--- src/rtl/bee_pkg.sv ---
`timescale 1ns / 1ps
package bee_pkg;

  localparam logic [7:0] BSLASH    = 8'h5C;
  localparam logic [7:0] CHAR_ZERO = 8'h30;
  localparam logic [7:0] PRINT_LO  = 8'h20;
  localparam logic [7:0] PRINT_HI  = 8'h7E;

  localparam logic [2:0] REG_QUOTE_COUNT = 3'd0;
  localparam logic [2:0] REG_QUOTE_A     = 3'd1;
  localparam logic [2:0] REG_QUOTE_B     = 3'd2;
  localparam logic [2:0] REG_QUOTE_C     = 3'd3;
  localparam logic [2:0] REG_QUOTE_D     = 3'd4;

  localparam int QUOTE_REGS = 4;

  typedef enum logic [1:0] {
    ESC_PLAIN = 2'd0,
    ESC_PAIR  = 2'd1,
    ESC_OCTAL = 2'd2
  } esc_kind_t;

  typedef struct packed {
    esc_kind_t  kind;
    logic [7:0] data;
    logic       eos;
  } esc_word_t;

  function automatic logic [7:0] named_letter(input logic [7:0] c);
    logic [7:0] l;
    case (c)
      8'h07:   l = 8'h61;
      8'h08:   l = 8'h62;
      8'h0C:   l = 8'h66;
      8'h0A:   l = 8'h6E;
      8'h0D:   l = 8'h72;
      8'h09:   l = 8'h74;
      8'h0B:   l = 8'h76;
      8'h1B:   l = 8'h45;
      default: l = 8'h00;
    endcase
    return l;
  endfunction

  function automatic logic [1:0] last_pos(input esc_kind_t k);
    logic [1:0] p;
    case (k)
      ESC_PLAIN: p = 2'd0;
      ESC_PAIR:  p = 2'd1;
      ESC_OCTAL: p = 2'd3;
      default:   p = 2'd0;
    endcase
    return p;
  endfunction

endpackage

--- src/rtl/bee_front.sv ---
`timescale 1ns / 1ps
module bee_front #(
  parameter int QUOTE_SET_SIZE = 4
) (
  input  logic              clk,
  input  logic              rst_n,
  input  logic              cfg_we,
  input  logic [2:0]        cfg_index,
  input  logic [7:0]        cfg_data,
  input  logic [7:0]        in_byte,
  input  logic              in_end_of_string,
  output bee_pkg::esc_word_t word
);
  import bee_pkg::*;

  logic [2:0] quote_count_r;
  logic [7:0] quote_r [QUOTE_REGS];
  logic       quote_hit;
  logic [7:0] letter;

  always_ff @(posedge clk) begin
    if (!rst_n) begin
      quote_count_r <= 3'd0;
      for (int i = 0; i < QUOTE_REGS; i++) quote_r[i] <= 8'h00;
    end else if (cfg_we) begin
      case (cfg_index)
        REG_QUOTE_COUNT: quote_count_r <= cfg_data[2:0];
        REG_QUOTE_A:     quote_r[0] <= cfg_data;
        REG_QUOTE_B:     quote_r[1] <= cfg_data;
        REG_QUOTE_C:     quote_r[2] <= cfg_data;
        REG_QUOTE_D:     quote_r[3] <= cfg_data;
        default: ;
      endcase
    end
  end

  // entry i is live if below the count and below the set size
  always_comb begin
    quote_hit = 1'b0;
    for (int i = 0; i < QUOTE_REGS; i++) begin
      if (i < QUOTE_SET_SIZE && 4'(i) < {1'b0, quote_count_r} && quote_r[i] == in_byte)
        quote_hit = 1'b1;
    end
  end

  assign letter = named_letter(in_byte);

  always_comb begin
    word.eos = in_end_of_string;
    if (in_byte == BSLASH) begin
      word.kind = ESC_PAIR;
      word.data = BSLASH;
    end else if (in_byte < PRINT_LO || in_byte > PRINT_HI) begin
      if (letter != 8'h00) begin
        word.kind = ESC_PAIR;
        word.data = letter;
      end else begin
        word.kind = ESC_OCTAL;
        word.data = in_byte;
      end
    end else if (quote_hit) begin
      word.kind = ESC_PAIR;
      word.data = in_byte;
    end else begin
      word.kind = ESC_PLAIN;
      word.data = in_byte;
    end
  end

endmodule

--- src/rtl/bee_queue.sv ---
`timescale 1ns / 1ps
module bee_queue (
  input  logic               clk,
  input  logic               rst_n,
  input  logic               push,
  input  bee_pkg::esc_word_t push_word,
  output logic               full,
  output logic               valid,
  output bee_pkg::esc_word_t head,
  input  logic               pop
);
  import bee_pkg::*;

  esc_word_t  mem_r [2];
  logic       wr_ptr_r;
  logic       rd_ptr_r;
  logic [1:0] count_r;
  logic       do_push;
  logic       do_pop;

  assign full    = (count_r == 2'd2);
  assign valid   = (count_r != 2'd0);
  assign head    = mem_r[rd_ptr_r];
  assign do_push = push && !full;
  assign do_pop  = pop && valid;

  always_ff @(posedge clk) begin
    if (do_push) mem_r[wr_ptr_r] <= push_word;
  end

  always_ff @(posedge clk) begin
    if (!rst_n) begin
      wr_ptr_r <= 1'b0;
      rd_ptr_r <= 1'b0;
      count_r  <= 2'd0;
    end else begin
      if (do_push) wr_ptr_r <= ~wr_ptr_r;
      if (do_pop)  rd_ptr_r <= ~rd_ptr_r;
      case ({do_push, do_pop})
        2'b10:   count_r <= count_r + 2'd1;
        2'b01:   count_r <= count_r - 2'd1;
        default: count_r <= count_r;
      endcase
    end
  end

endmodule

--- src/rtl/bee_back.sv ---
`timescale 1ns / 1ps
module bee_back (
  input  logic               clk,
  input  logic               rst_n,
  input  logic               q_valid,
  input  bee_pkg::esc_word_t q_head,
  output logic               q_pop,
  output logic               out_empty,
  input  logic               out_pop,
  output logic [7:0]         out_byte,
  output logic               out_run_last,
  output logic               out_string_last
);
  import bee_pkg::*;

  logic [1:0] pos_r;
  logic [1:0] pos_nxt;
  logic       out_valid_r;
  logic [7:0] out_byte_r;
  logic       out_run_last_r;
  logic       out_string_last_r;
  logic       load;
  logic       at_end;
  logic [7:0] cur_byte;
  logic [2:0] digit;

  assign load   = q_valid && (!out_valid_r || out_pop);
  assign at_end = (pos_r == last_pos(q_head.kind));
  assign q_pop  = load && at_end;
  assign pos_nxt = at_end ? 2'd0 : pos_r + 2'd1;

  always_comb begin
    case (pos_r)
      2'd1:    digit = {1'b0, q_head.data[7:6]};
      2'd2:    digit = q_head.data[5:3];
      default: digit = q_head.data[2:0];
    endcase
  end

  always_comb begin
    case (q_head.kind)
      ESC_PLAIN: cur_byte = q_head.data;
      ESC_PAIR:  cur_byte = (pos_r == 2'd0) ? BSLASH : q_head.data;
      ESC_OCTAL: cur_byte = (pos_r == 2'd0) ? BSLASH : CHAR_ZERO + {5'd0, digit};
      default:   cur_byte = q_head.data;
    endcase
  end

  always_ff @(posedge clk) begin
    if (!rst_n) begin
      pos_r       <= 2'd0;
      out_valid_r <= 1'b0;
    end else begin
      if (load) begin
        pos_r       <= pos_nxt;
        out_valid_r <= 1'b1;
      end else if (out_pop) begin
        out_valid_r <= 1'b0;
      end
    end
  end

  always_ff @(posedge clk) begin
    if (load) begin
      out_byte_r        <= cur_byte;
      out_run_last_r    <= at_end;
      out_string_last_r <= at_end && q_head.eos;
    end
  end

  assign out_empty       = !out_valid_r;
  assign out_byte        = out_byte_r;
  assign out_run_last    = out_run_last_r;
  assign out_string_last = out_string_last_r;

`ifndef NO_ASSERTIONS
  a_string_last_on_run_last: assert property (@(posedge clk) disable iff (!rst_n)
    out_valid_r && out_string_last_r |-> out_run_last_r)
    else $error("string_last without run_last");

  a_mid_word_has_head: assert property (@(posedge clk) disable iff (!rst_n)
    pos_r != 2'd0 |-> q_valid)
    else $error("expansion in progress with empty queue");

  a_pos_in_range: assert property (@(posedge clk) disable iff (!rst_n)
    q_valid |-> pos_r <= last_pos(q_head.kind))
    else $error("position past end of expansion");

  a_pop_resets_pos: assert property (@(posedge clk) disable iff (!rst_n)
    q_pop |=> pos_r == 2'd0)
    else $error("position not cleared after pop");
`endif

endmodule

--- src/rtl/backslash_escape_encoder_top.sv ---
`timescale 1ns / 1ps
// an accepted input word is stored in the queue, then in the output byte register
// throughput: one output word per cycle while pop is held and words are queued;
// an input yields 1, 2 or 4 words (4 for octal escapes) via the single output byte register
// a two-word queue separates classification from output sequencing
// reset: synchronous active low, clears queue, output and quote registers
module backslash_escape_encoder_top #(
  parameter int QUOTE_SET_SIZE = 4
) (
  input  logic       clk,
  input  logic       rst_n,
  input  logic       cfg_we,
  input  logic [2:0] cfg_index,
  input  logic [7:0] cfg_data,
  input  logic       push,
  output logic       full,
  input  logic [7:0] in_byte,
  input  logic       in_end_of_string,
  output logic       empty,
  input  logic       pop,
  output logic [7:0] out_byte,
  output logic       out_run_last,
  output logic       out_string_last
);
  import bee_pkg::*;

  esc_word_t front_word;
  esc_word_t q_head;
  logic      q_valid;
  logic      q_pop;

  bee_front #(.QUOTE_SET_SIZE(QUOTE_SET_SIZE)) u_front (
    .clk              (clk),
    .rst_n            (rst_n),
    .cfg_we           (cfg_we),
    .cfg_index        (cfg_index),
    .cfg_data         (cfg_data),
    .in_byte          (in_byte),
    .in_end_of_string (in_end_of_string),
    .word             (front_word)
  );

  bee_queue u_queue (
    .clk       (clk),
    .rst_n     (rst_n),
    .push      (push),
    .push_word (front_word),
    .full      (full),
    .valid     (q_valid),
    .head      (q_head),
    .pop       (q_pop)
  );

  bee_back u_back (
    .clk             (clk),
    .rst_n           (rst_n),
    .q_valid         (q_valid),
    .q_head          (q_head),
    .q_pop           (q_pop),
    .out_empty       (empty),
    .out_pop         (pop),
    .out_byte        (out_byte),
    .out_run_last    (out_run_last),
    .out_string_last (out_string_last)
  );

endmodule
--- config.mk ---
export PLATFORM = sky130hd
export DESIGN_NAME = backslash_escape_encoder_top
export DESIGN_NICKNAME = d
export VERILOG_FILES = /design/src/rtl/bee_pkg.sv /design/src/rtl/bee_front.sv /design/src/rtl/bee_queue.sv /design/src/rtl/bee_back.sv /design/src/rtl/backslash_escape_encoder_top.sv
export SDC_FILE = /design/constraint.sdc
export NUM_CORES = 1
export LEC_CHECK = 0
export ABC_AREA = 0
export ABC_CLOCK_PERIOD_IN_PS = 4460
export BUFFER_PORTS_ARGS = -buffer_cell sky130_fd_sc_hd__buf_2
export CORE_ASPECT_RATIO = 1.25
export CORE_UTILIZATION = 64
export DETAILED_ROUTE_END_ITERATION = 16
export GPL_TIMING_DRIVEN = 0
export PLACE_DENSITY = 0.85
export SETUP_SLACK_MARGIN = 0.05
export SYNTH_ARGS = -nofsm -noshare
export SYNTH_HDL_FRONTEND = slang
export SYNTH_HIERARCHICAL = 1
export SYNTH_SLANG_ARGS = --single-unit
--- constraint.sdc ---
create_clock -name clk -period 4.46 [get_ports clk]
set_input_delay 0.892 -clock clk [delete_from_list [all_inputs] [get_ports clk]]
set_output_delay 0.892 -clock clk [all_outputs]
set_load 0.05 [all_outputs]
==> results.json, run 1 <==
{
  "cts.reportedPaths.clkPinSlew_ns": 0.07,
  "synth_cell_type_count": 55,
  "grt_antenna_before_repair": 0,
  "endpoint": "u_queue/count_r[1]",
  "grt.overflow.total": 0,
  "postRouteAntennaNets": 0,
  "area_used_by_multi_input_combinational_logic_sq_um": 1525,
  "postcts_setup_bufs": 0,
  "postCtsResizedCells": 0,
  "setup.worst_path.class": "flip-flop to flip-flop",
  "synth.cell_area_sq_um": 3855,
  "cts.sink_count": 75,
  "ys_warn_count": 6,
  "tritoncts": "built",
  "critical_path.endpoint_type": "flip-flop",
  "sequential_cell_area_sq_um": 2142,
  "placedInstanceArea_sq_um": 4083,
  "design_area_final_sq_um": 4300,
  "p_leak_nw": 1.599,
  "timing.hold.worst.class": "flip-flop to flip-flop",
  "wl_per_cell_microns": 17.04,
  "detailroute.via_count": 2536,
  "via_count_of_the_first_global_routing_pass": 2490,
  "hold_buffers": 0,
  "fp.dieH_microns": 88.77,
  "power.density_nw_per_um2": 500.2,
  "min_period_ns": 2.795,
  "worstPathCellList": "buf_2 > mux2_2 > ha_1 > xnor2_1 > nor2_2 > and2_1 > o21a_1 > ha_1 > or3_1 > a21boi_1",
  "viasPerCell": 5.898,
  "globalplace.congestion": 0.8308,
  "fp.dieW_microns": 71.42,
  "critPathMaxFanout": 10,
  "insertedDiodeCount": 0,
  "die_outline_area_sq_um": 6340,
  "io_pins": 37,
  "tightest_slew_ns": 1.170,
  "areaGrowthSynthToFinish_pct": 11.55,
  "global_route_wire_length_before_repair_microns": 11640,
  "slowest_stage": "sky130_fd_sc_hd__mux2_2",
  "most_frequent_cell_on_the_critical_path": "sky130_fd_sc_hd__ha_1",
  "design.core.area_sq_um": 5818,
  "grt_setup_unrepaired": "no",
  "detailedPlacementHpwl_microns": 5290,
  "synth_fp_nets": 350,
  "synth_edf_count": 64,
  "timing.reg2reg.worst_path_depth": 10,
  "status": "finished, final reports clean",
  "ys_seq_elements": 75,
  "timing.critical_path.required_ns": 4.75,
  "maxSlewHeadroom": 0.2132,
  "post-synth-top-area-cell": "sky130_fd_sc_hd__edfxtp_1",
  "ir_worst_vdd_mv": 0.2875,
  "critical_path.startpoint_type": "flip-flop",
  "num-fill-cells": 383,
  "drv.max_cap_violation_count": 0,
  "finalSetupViolations": 0,
  "numPortBuffers": 29,
  "syn_inst": 319,
  "ff2ff_setup_slack_ns": 1.67,
  "finalHoldViolCount": 0,
  "async_flop_share": 0,
  "synth_ff_type": "sky130_fd_sc_hd__edfxtp_1",
  "slew_viol_final": 0,
  "cts_root_buf": "sky130_fd_sc_hd__clkbuf_8",
  "cpPeakStageDelay_ns": 0.39,
  "fin_skew_ns": 0.005882,
  "globalRouteTotalUtil": 0.2540,
  "number_of_levels_in_the_clock_h_tree": 3,
  "drt-pass1-iter-count": 5,
  "synth_area_leaders": "sky130_fd_sc_hd__edfxtp_1 50%, sky130_fd_sc_hd__xnor2_1 6.1%, sky130_fd_sc_hd__and2_1 5.8%, sky130_fd_sc_hd__dfxtp_1 5.7%, sky130_fd_sc_hd__mux2_2 3.2%",
  "dr.first_iter.drc_count": 175,
  "critPathArrivalTime_ns": 3.08,
  "period_share": 0.6266,
  "totalNegativeSetupSlack_ns": 0,
  "drc": 0,
  "fp-row-count": 31,
  "worstReg2RegEnd": "u_queue/count_r[1]",
  "grt_start_max_net_pins": 16,
  "clk-insertion-delay-late_ns": 0.35,
  "cts_buffers": 9,
  "final_layout_size_suffix_gt1_frac": 0.2170,
  "timing.fmax_ghz": 0.3578,
  "synth_area_per_cell_sq_um": 12.08,
  "route.final.wire_length_microns": 7327,
  "ys_seq_area_frac": 0.5557,
  "ctsLongestPathBuffers": 2,
  "final_net_count": 390,
  "initial_core_util": 0.6626,
  "synthDominantCellAreaShare": 0.4985
}
==> per-stage QoR <==
stage / worst slack (ns) / power, W / hold WS [ns] / utilization / instances
after global placement: 1.718 / 0.001595 / 0.4670 / 0.7017 / 414
after global routing: 1.488 / 0.002251 / 0.5398 / 0.7391 / 430
after detailed placement: 1.678 / 0.001622 / 0.4811 / 0.7017 / 414
after floorplan: 1.935 / 0.001475 / 0.4570 / - / 319
after CTS: 1.664 / 0.002160 / 0.4926 / 0.7391 / 430
final: 1.665 / 0.002151 / 0.4958 / 0.7391 / 430
==> logic make-up after synthesis <==
| family | synth area share |
|---|---|
| AO/OA/AOI/OAI | 0.08730 |
| flip-flops | 0.5557 |
| AND/OR/NAND/NOR | 0.1649 |
| adder cells (fa/ha/maj) | 0.01947 |
| XOR/XNOR | 0.08406 |
| buffers and inverters | 0.04868 |
| multiplexers | 0.03992 |
==> worst min path at each step <==
stage                          start                to  slack (ns)  cells past startpoint
floorplan           u_queue/wr_ptr_r  u_queue/wr_ptr_r        0.46                      2
global placement    u_queue/wr_ptr_r  u_queue/wr_ptr_r        0.47                      2
detailed placement  u_queue/wr_ptr_r  u_queue/wr_ptr_r        0.48                      2
CTS                 u_queue/wr_ptr_r  u_queue/wr_ptr_r        0.49                      2
global route        u_queue/wr_ptr_r  u_queue/wr_ptr_r        0.54                      2
finish              u_queue/wr_ptr_r  u_queue/wr_ptr_r        0.50                      2
==> registers in the layout (all words and copies together), names as in the netlist, named ones only <==
name                    cells
u_back/out_run_last         1
u_back/pos_r                2
u_front/quote_r            32
u_front/quote_count_r       3
u_queue/rd_ptr_r            1
u_back/out_string_last      1
u_queue/mem_r              22
u_back/out_valid_r          1
u_back/out_byte             8
u_queue/count_r             2
u_queue/wr_ptr_r            1
==> where the power goes <==
group	switching, W	internal, W	leakage (nW)	total (W)
logic	0.000440	0.000223	0.785	0.000662
clock network	0.000238	0.000304	0.112	0.000542
registers	0.0000458	0.000901	0.702	0.000947
total	0.000724	0.00143	1.60	0.00215
==> layout make-up <==
type | instances | area share
flip-flops and latches | 75 | 0.4981
repair buffers | 29 | 0.03375
clock buffers | 14 | 0.04801
well taps | 66 | 0.01920
inverters | 13 | 0.01135
plain buffers | 16 | 0.03230
clock inverters | 2 | 0.002619
multi-input cells | 215 | 0.3547
==> cell usage in the layout, fill, tap and decap left out, types with 7 or more instances in the layout <==
master	instances
sky130_fd_sc_hd__mux2_2	11
sky130_fd_sc_hd__nor2_1	9
sky130_fd_sc_hd__nand2_1	15
sky130_fd_sc_hd__inv_1	12
sky130_fd_sc_hd__edfxtp_1	64
sky130_fd_sc_hd__dfxtp_1	11
sky130_fd_sc_hd__o21ai_0	11
sky130_fd_sc_hd__nand4_1	7
sky130_fd_sc_hd__and2_1	36
sky130_fd_sc_hd__xnor2_1	27
sky130_fd_sc_hd__buf_2	33
sky130_fd_sc_hd__a21oi_1	9
sky130_fd_sc_hd__xor2_1	10
sky130_fd_sc_hd__clkbuf_8	9
sky130_fd_sc_hd__buf_6	8
==> synth_stat cells, types with 3 or more instances <==
library cell,instances
sky130_fd_sc_hd__nand2_1,15
sky130_fd_sc_hd__mux2i_1,3
sky130_fd_sc_hd__o21ai_0,11
sky130_fd_sc_hd__buf_6,8
sky130_fd_sc_hd__nor3_1,6
sky130_fd_sc_hd__o22ai_1,5
sky130_fd_sc_hd__nand3_1,5
sky130_fd_sc_hd__mux2_2,11
sky130_fd_sc_hd__buf_2,4
sky130_fd_sc_hd__nand4_1,7
sky130_fd_sc_hd__a21oi_1,9
sky130_fd_sc_hd__nand2b_1,4
sky130_fd_sc_hd__ha_1,6
sky130_fd_sc_hd__nor2b_1,6
sky130_fd_sc_hd__o31ai_1,3
sky130_fd_sc_hd__a31oi_1,3
sky130_fd_sc_hd__nor2_1,9
sky130_fd_sc_hd__dfxtp_1,11
sky130_fd_sc_hd__inv_1,12
sky130_fd_sc_hd__and2_1,36
sky130_fd_sc_hd__edfxtp_1,64
sky130_fd_sc_hd__xnor2_1,27
sky130_fd_sc_hd__nor4_1,3
sky130_fd_sc_hd__xor2_1,10
==> critical path: cells and delay by family, from the launching register on <==
family	cells	cell delay (ns)
DFF	1	0.34
buffers and inverters	1	0.27
and+or+nand+nor	3	0.68
xor gates and xnor gates	1	0.15
AOI/OAI and AO/OA	2	0.30
muxes	1	0.39
adders and majority gates	2	0.59
==> per-layer routing <==
layer / track usage / routed length, microns
met5: 0 / 0
met4: 0.1727 / 221
met3: 0.03759 / 305
met2: 0.4866 / 4212
met1: 0.2527 / 2588
Note: power is estimated with default switching activity, not from simulation.
==> run 2: changes to the inputs <==
ABC_AREA = 1   (was 0)
ABC_CLOCK_PERIOD_IN_PS = 2750   (was 4460)
CORE_UTILIZATION = 59   (was 64)
PLACE_DENSITY = 0.79   (was 0.85)
clock period = 2.75 ns   (was 4.46 ns; I/O delays follow)
==> results.json, run 2 <==
{
  "status": "finished, final reports clean",
  "period_share": 0.9051,
  "finalSetupViolations": 0,
  "postRouteAntennaNets": 0,
  "fp-row-count": 33,
  "detailedPlacementHpwl_microns": 5796,
  "finalHoldViolCount": 0,
  "synthTopCellsByCount": "85 x sky130_fd_sc_hd__nand2_1, 74 x sky130_fd_sc_hd__nor2_1, 64 x sky130_fd_sc_hd__edfxtp_1, 62 x sky130_fd_sc_hd__inv_1, 23 x sky130_fd_sc_hd__nand3_1",
  "cts.reportedPaths.clkPinSlew_ns": 0.08,
  "cts_buffers": 9,
  "internal-power_w": 0.001995,
  "postcts_setup_bufs": 0,
  "timing.hold.worst.class": "primary input to flip-flop",
  "post-synth-top-area-cell": "sky130_fd_sc_hd__edfxtp_1",
  "ys_seq_area_frac": 0.5421,
  "critical_path.endpoint_type": "flip-flop",
  "clock_power_share": 0.269,
  "switching_share": 0.3159,
  "sequential_cell_area_sq_um": 2142,
  "critical_path.startpoint_type": "flip-flop",
  "most_frequent_cell_on_the_critical_path": "sky130_fd_sc_hd__nor2_1",
  "insertedDiodeCount": 0,
  "layout.cells.most_common_list": "85 x sky130_fd_sc_hd__nand2_1, 74 x sky130_fd_sc_hd__nor2_1, 64 x sky130_fd_sc_hd__edfxtp_1, 62 x sky130_fd_sc_hd__inv_1, 31 x sky130_fd_sc_hd__buf_2",
  "fin_worst_hold_slack_ns": 0.3921,
  "power.density_nw_per_um2": 662.7,
  "tritoncts": "built",
  "critPathMaxFanout": 10,
  "clk-insertion-delay-late_ns": 0.34,
  "route.final.wire_length_microns": 7538,
  "slowest_stage": "sky130_fd_sc_hd__dfxtp_1",
  "num-fill-cells": 528,
  "dr.first_iter.drc_count": 153,
  "globalRouteTotalUtil": 0.2438,
  "cpPeakStageDelay_ns": 0.37,
  "synth.cell_area_sq_um": 3951,
  "area_used_by_multi_input_combinational_logic_sq_um": 1456,
  "globalplace.congestion": 0.9151,
  "synth_area_per_cell_sq_um": 9.104,
  "power_switching_w": 0.0009214,
  "p_leak_nw": 1.943,
  "wl_per_cell_microns": 13.32,
  "synth_cell_type_count": 37,
  "maxSlewHeadroom": 0.1140,
  "most_common_cell_after_layout_fill_and_taps_aside": "sky130_fd_sc_hd__nand2_1",
  "postCtsResizedCells": 0,
  "numPortBuffers": 29,
  "layout_setup_ws_ns": 0.2611,
  "largest_register_ff_count": 32,
  "global_route_wire_length_before_repair_microns": 12540,
  "syn_inst": 434,
  "regMostFlops": "u_front/quote_r",
  "final_net_count": 505,
  "post-synth-top-count-cell": "sky130_fd_sc_hd__nand2_1",
  "initial_core_util": 0.6057,
  "grt.overflow.total": 0,
  "fin_skew_ns": 0.004396,
  "power.share.combinational": 0.243,
  "grt_setup_unrepaired": "no",
  "worstPathCellList": "buf_6 > mux2_2 > inv_1 > ha_2 > inv_2 > nand2_2 > nand2_2 > nand3_2 > inv_2 > o21a_1 > ha_1 > inv_1 > nand2_1 > nor2_1 > nor2_1 > nor2_1",
  "totalNegativeSetupSlack_ns": 0,
  "detailroute.via_count": 2918,
  "hold_buffers": 0,
  "ys_warn_count": 6,
  "grt_start_max_net_pins": 13,
  "design.core.area_sq_um": 6524,
  "min_period_ns": 2.489,
  "synth_edf_count": 64,
  "areaGrowthSynthToFinish_pct": 11.37,
  "timing.fmax_ghz": 0.4018,
  "ys_seq_elements": 75,
  "cts_root_buf": "sky130_fd_sc_hd__clkbuf_8",
  "cts.sink_count": 75,
  "ir_worst_vdd_mv": 0.5286,
  "setup.worst_path.class": "flip-flop to flip-flop",
  "synthDominantCellAreaShare": 0.4864,
  "drc": 0,
  "final_layout_size_suffix_gt1_frac": 0.1942,
  "fp.dieH_microns": 93.50,
  "die_outline_area_sq_um": 7030,
  "io_pins": 37,
  "ctsLongestPathBuffers": 2,
  "via_count_of_the_first_global_routing_pass": 2922,
  "slew_viol_final": 0,
  "synth_area_leaders": "sky130_fd_sc_hd__edfxtp_1 49%, sky130_fd_sc_hd__nand2_1 8.1%, sky130_fd_sc_hd__nor2_1 7.0%, sky130_fd_sc_hd__inv_1 5.9%, sky130_fd_sc_hd__dfxtp_1 5.6%",
  "drv.max_cap_violation_count": 0,
  "async_flop_share": 0,
  "timing.critical_path.buf_inv": 5,
  "critPathArrivalTime_ns": 2.78,
  "synth_fp_nets": 465,
  "number_of_levels_in_the_clock_h_tree": 3,
  "grt_antenna_before_repair": 0,
  "fp.dieW_microns": 75.20,
  "drt-pass1-iter-count": 4,
  "tightest_slew_ns": 1.318,
  "viasPerCell": 5.155,
  "dp_worst_setup_slack_ns": 0.1992,
  "synth_ff_type": "sky130_fd_sc_hd__edfxtp_1",
  "cpLargestDelayFamily": "adder cells",
  "timing.critical_path.required_ns": 3.04,
  "sequentialPowerShare": 0.489
}
## run 2: cell types whose count changed after synthesis, sizes merged, moves of 16 or more
| cell | delta |
|---|---|
| xnor2 | -16 |
| nor2 | +68 |
| and2 | -36 |
| inv | +59 |
| nand2 | +76 |
| nand3 | +21 |
## run 2: cell type report
cell class              count  share of cell area
plain buffers              11             0.02047
clock buffers              12             0.03782
clock inverters             4            0.004834
inverters                  72             0.06142
multi-input cells         276              0.3310
flip-flops and latches     75              0.4868
well taps                  87             0.02474
repair buffers             29             0.03298
## run 2: path summary, 6_finish.rpt
kind / start / to / slack (ns) / cells after the start
worst max-delay path: flip-flop / u_queue/count_r[1] / 0.26 / 16
worst min-delay path: in_end_of_string / u_queue/mem_r[1][0] / 0.39 / 1
worst max register to register: flip-flop / u_queue/count_r[1] / 0.26 / 16
worst min register to register: u_front/quote_count_r[1] / u_front/quote_count_r[1] / 0.46 / 2
## run 2: cell families (layout without fill, tap and decap cells)
group | Yosys count | in the layout | synth area share
and+or+nand+nor | 208 | 208 | 0.2267
buffers and inverters | 83 | 128 | 0.09120
DFF | 75 | 75 | 0.5421
AOI/OAI and AO/OA | 36 | 36 | 0.05637
xor gates and xnor gates | 15 | 15 | 0.03325
muxes | 11 | 11 | 0.03135
adders and majority gates | 6 | 6 | 0.01900
## run 2: metrics by stage
stage	util	cells	total power, W	cell area [sq um]
2_1_floorplan	-	434	0.001992	3951
3_3_place_gp	0.6446	550	0.002131	4205
3_5_place_dp	0.6446	550	0.002154	4205
4_1_cts	0.6734	566	0.002924	4393
5_1_grt	0.6745	566	0.003073	4400
6_report	0.6745	566	0.002916	4400
## run 2: worst register-to-register path, cell delays in order (launching register included)
cell	delay (ns)
sky130_fd_sc_hd__dfxtp_1	0.37
sky130_fd_sc_hd__buf_6	0.16
sky130_fd_sc_hd__mux2_2	0.36
sky130_fd_sc_hd__inv_1	0.07
sky130_fd_sc_hd__ha_2	0.31
sky130_fd_sc_hd__inv_2	0.10
sky130_fd_sc_hd__nand2_2	0.05
sky130_fd_sc_hd__nand2_2	0.07
sky130_fd_sc_hd__nand3_2	0.09
sky130_fd_sc_hd__inv_2	0.11
sky130_fd_sc_hd__o21a_1	0.14
sky130_fd_sc_hd__ha_1	0.26
sky130_fd_sc_hd__inv_1	0.08
sky130_fd_sc_hd__nand2_1	0.05
sky130_fd_sc_hd__nor2_1	0.08
sky130_fd_sc_hd__nor2_1	0.04
sky130_fd_sc_hd__nor2_1	0.09
## run 2: power groups by stage
stage          sequential (W)  clock (W)  combinational (W)
4_1_cts               0.00143   0.000792           0.000705
6_report              0.00143   0.000783           0.000707
3_3_place_gp          0.00145          0           0.000685
3_5_place_dp          0.00145          0           0.000703
5_1_grt               0.00144   0.000840           0.000790
2_1_floorplan         0.00157          0           0.000419
## run 2: per-layer routing
layer / up-vias / track usage / share of wire
li1: 1486 / - / -
met1: 1337 / 0.2392 / 0.38
met2: 73 / 0.4595 / 0.56
met3: 22 / 0.03879 / 0.028
met4: 0 / 0.1481 / 0.036
met5: - / 0 / 0
==> run 3: changes to the inputs <==
ABC_CLOCK_PERIOD_IN_PS = 2500   (was 2750)
RECOVER_POWER = 25   (was default)
clock period = 2.5 ns   (was 2.75 ns; I/O delays follow)
==> results.json, run 3 (synthesized netlist as in run 2, its figures left out) <==
{
  "drc": 0,
  "power_switching_w": 0.001023,
  "switching_share": 0.3159,
  "critical_path.startpoint_type": "flip-flop",
  "most_common_cell_after_layout_fill_and_taps_aside": "sky130_fd_sc_hd__nand2_1",
  "fp.dieH_microns": 93.50,
  "clk-insertion-delay-late_ns": 0.34,
  "grt_antenna_before_repair": 0,
  "finalHoldViolCount": 0,
  "global_route_wire_length_before_repair_microns": 12540,
  "timing.reg2reg.worst_path_depth": 15,
  "slew_viol_final": 0,
  "dr.first_iter.drc_count": 176,
  "hold-path-cell-count": 1,
  "critical_path.endpoint_type": "flip-flop",
  "wl_per_cell_microns": 13.46,
  "internal-power_w": 0.002216,
  "p_leak_nw": 1.957,
  "ir_worst_vdd_mv": 0.5844,
  "tritoncts": "built",
  "regMostFlops": "u_front/quote_r",
  "design.core.area_sq_um": 6524,
  "critPathMaxFanout": 4,
  "clock_power_share": 0.265,
  "hold_buffers": 0,
  "final_layout_size_suffix_gt1_frac": 0.1839,
  "tightest_slew_ns": 1.337,
  "drt-pass1-iter-count": 4,
  "numPortBuffers": 29,
  "drv.max_cap_violation_count": 0,
  "route.final.wire_length_microns": 7685,
  "io_pins": 37,
  "via_count_of_the_first_global_routing_pass": 2927,
  "areaGrowthSynthToFinish_pct": 12.16,
  "final_net_count": 510,
  "layout_setup_ws_ns": 0.2264,
  "postRouteAntennaNets": 0,
  "cts.reportedPaths.clkPinSlew_ns": 0.08,
  "timing.hold.worst.class": "primary input to flip-flop",
  "globalRouteTotalUtil": 0.2438,
  "period_share": 0.9094,
  "design_area_final_sq_um": 4432,
  "dp_worst_setup_slack_ns": -0.0007541,
  "detailroute.via_count": 2944,
  "num-fill-cells": 533,
  "power.share.combinational": 0.250,
  "sequentialPowerShare": 0.484,
  "die_outline_area_sq_um": 7030,
  "layout.cells.most_common_list": "86 x sky130_fd_sc_hd__nand2_1, 75 x sky130_fd_sc_hd__nor2_1, 64 x sky130_fd_sc_hd__edfxtp_1, 63 x sky130_fd_sc_hd__inv_1, 26 x sky130_fd_sc_hd__buf_2",
  "setup.worst_path.class": "flip-flop to flip-flop",
  "min_period_ns": 2.274,
  "maxSlewHeadroom": 0.1011,
  "grt_setup_unrepaired": "no",
  "status": "finished, final reports clean",
  "power.density_nw_per_um2": 731.0,
  "placedInstanceArea_sq_um": 4205,
  "total_power_w": 0.003240,
  "viasPerCell": 5.156,
  "cts.sink_count": 75,
  "detailedPlacementHpwl_microns": 5796,
  "worstReg2RegEnd": "u_queue/count_r[1]",
  "number_of_levels_in_the_clock_h_tree": 3,
  "fp.dieW_microns": 75.20,
  "min_delay_worst_endpoint": "u_queue/mem_r[1][0]",
  "cts_root_buf": "sky130_fd_sc_hd__clkbuf_8",
  "globalplace.congestion": 0.9151,
  "grt.overflow.total": 0,
  "critPathArrivalTime_ns": 2.56,
  "grt_start_max_net_pins": 13,
  "timing.critical_path.required_ns": 2.78,
  "timing.hold.worst.start": "in_end_of_string",
  "largest_register_ff_count": 32,
  "finalSetupViolations": 0,
  "timing.fmax_ghz": 0.4398,
  "ff2ff_setup_slack_ns": 0.23,
  "insertedDiodeCount": 0,
  "cts_buffers": 9,
  "ctsLongestPathBuffers": 2,
  "fp-row-count": 33,
  "initial_core_util": 0.6057,
  "fin_skew_ns": 0.005079
}
## run 3: changes by cell type in the layout (fill, tap and decap cells not counted), sizes merged
| cell | change |
|---|---|
| buf | -1 |
| clkbuf | +6 |
| dlygate4sd1 | -1 |
| dlygate4sd2 | +1 |
## run 3: what timing repair did
action | CTS | global route
endpoints found under the hold margin | 0 | 0
gates resized for setup | 2 | 3
pin swaps | 0 | 1
setup buffers | 2 | 3
setup endpoints to repair | 1 | 2
## run 3: cell type report
type / count / area [sq um] / area share
repair buffers: 34 / 177.7 / 0.04009
clock inverters: 4 / 21.27 / 0.004800
clock buffers: 12 / 166.4 / 0.03755
well taps: 87 / 108.9 / 0.02456
flip-flops and latches: 75 / 2143 / 0.4836
multi-input cells: 276 / 1455 / 0.3283
inverters: 72 / 270.3 / 0.06098
plain buffers: 11 / 88.84 / 0.02005
## run 3: stage by stage
stage / setup TNS (ns) / utilization / instances / hold slack [ns]
2_1_floorplan: 0 / - / 434 / 0.4231
3_3_place_gp: 0 / 0.6446 / 550 / 0.4388
3_5_place_dp: -0.003261 / 0.6446 / 550 / 0.4437
4_1_cts: 0 / 0.6763 / 568 / 0.3304
5_1_grt: 0 / 0.6793 / 571 / 0.3625
6_report: 0 / 0.6793 / 571 / 0.3709
## run 3: metal layers
metal	vias up	global-route usage	wire, microns	part of all wire
met5	-	0	0	0
met4	0	0.1481	239	0.031
met3	20	0.03879	246	0.032
met2	77	0.4587	4363	0.57
met1	1354	0.2399	2835	0.37
li1	1493	-	-	-
## run 3: power groups by stage
stage	Sequential (W)	Clock (W)	Combinational [W]
CTS	0.00157	0.000872	0.000781
floorplan	0.00173	0	0.000461
finish	0.00157	0.000859	0.000811
detailed placement	0.00160	0	0.000773
global placement	0.00159	0	0.000753
global route	0.00159	0.000924	0.000900
## run 3: critical path, stage by stage (launching register included)
cell and delay [ns]:
sky130_fd_sc_hd__dfxtp_2 0.35, sky130_fd_sc_hd__buf_6 0.11, sky130_fd_sc_hd__mux2_2 0.37, sky130_fd_sc_hd__ha_4 0.27
sky130_fd_sc_hd__inv_2 0.07, sky130_fd_sc_hd__nand2_2 0.05, sky130_fd_sc_hd__nand2_2 0.07, sky130_fd_sc_hd__nand3_2 0.09
sky130_fd_sc_hd__inv_2 0.10, sky130_fd_sc_hd__o21a_1 0.14, sky130_fd_sc_hd__ha_1 0.25, sky130_fd_sc_hd__inv_1 0.08
sky130_fd_sc_hd__nand2_1 0.05, sky130_fd_sc_hd__nor2_1 0.08, sky130_fd_sc_hd__nor2_1 0.04, sky130_fd_sc_hd__nor2_1 0.09
## run 3: how the worst max path moves through the flow
stage | startpoint | end | slack [ns] | cells after the start
final | flip-flop | u_queue/count_r[1] | 0.23 | 15
after global routing | flip-flop | u_queue/count_r[1] | 0.05 | 14
after CTS | flip-flop | u_queue/count_r[1] | 0.1 | 16
after detailed placement | cfg_we | u_front/quote_r[2][3] | -0.0008 | 5
after global placement | cfg_index[2] | u_front/quote_r[2][3] | 0.06 | 4
after floorplan | flip-flop | u_queue/count_r[1] | 0.25 | 15
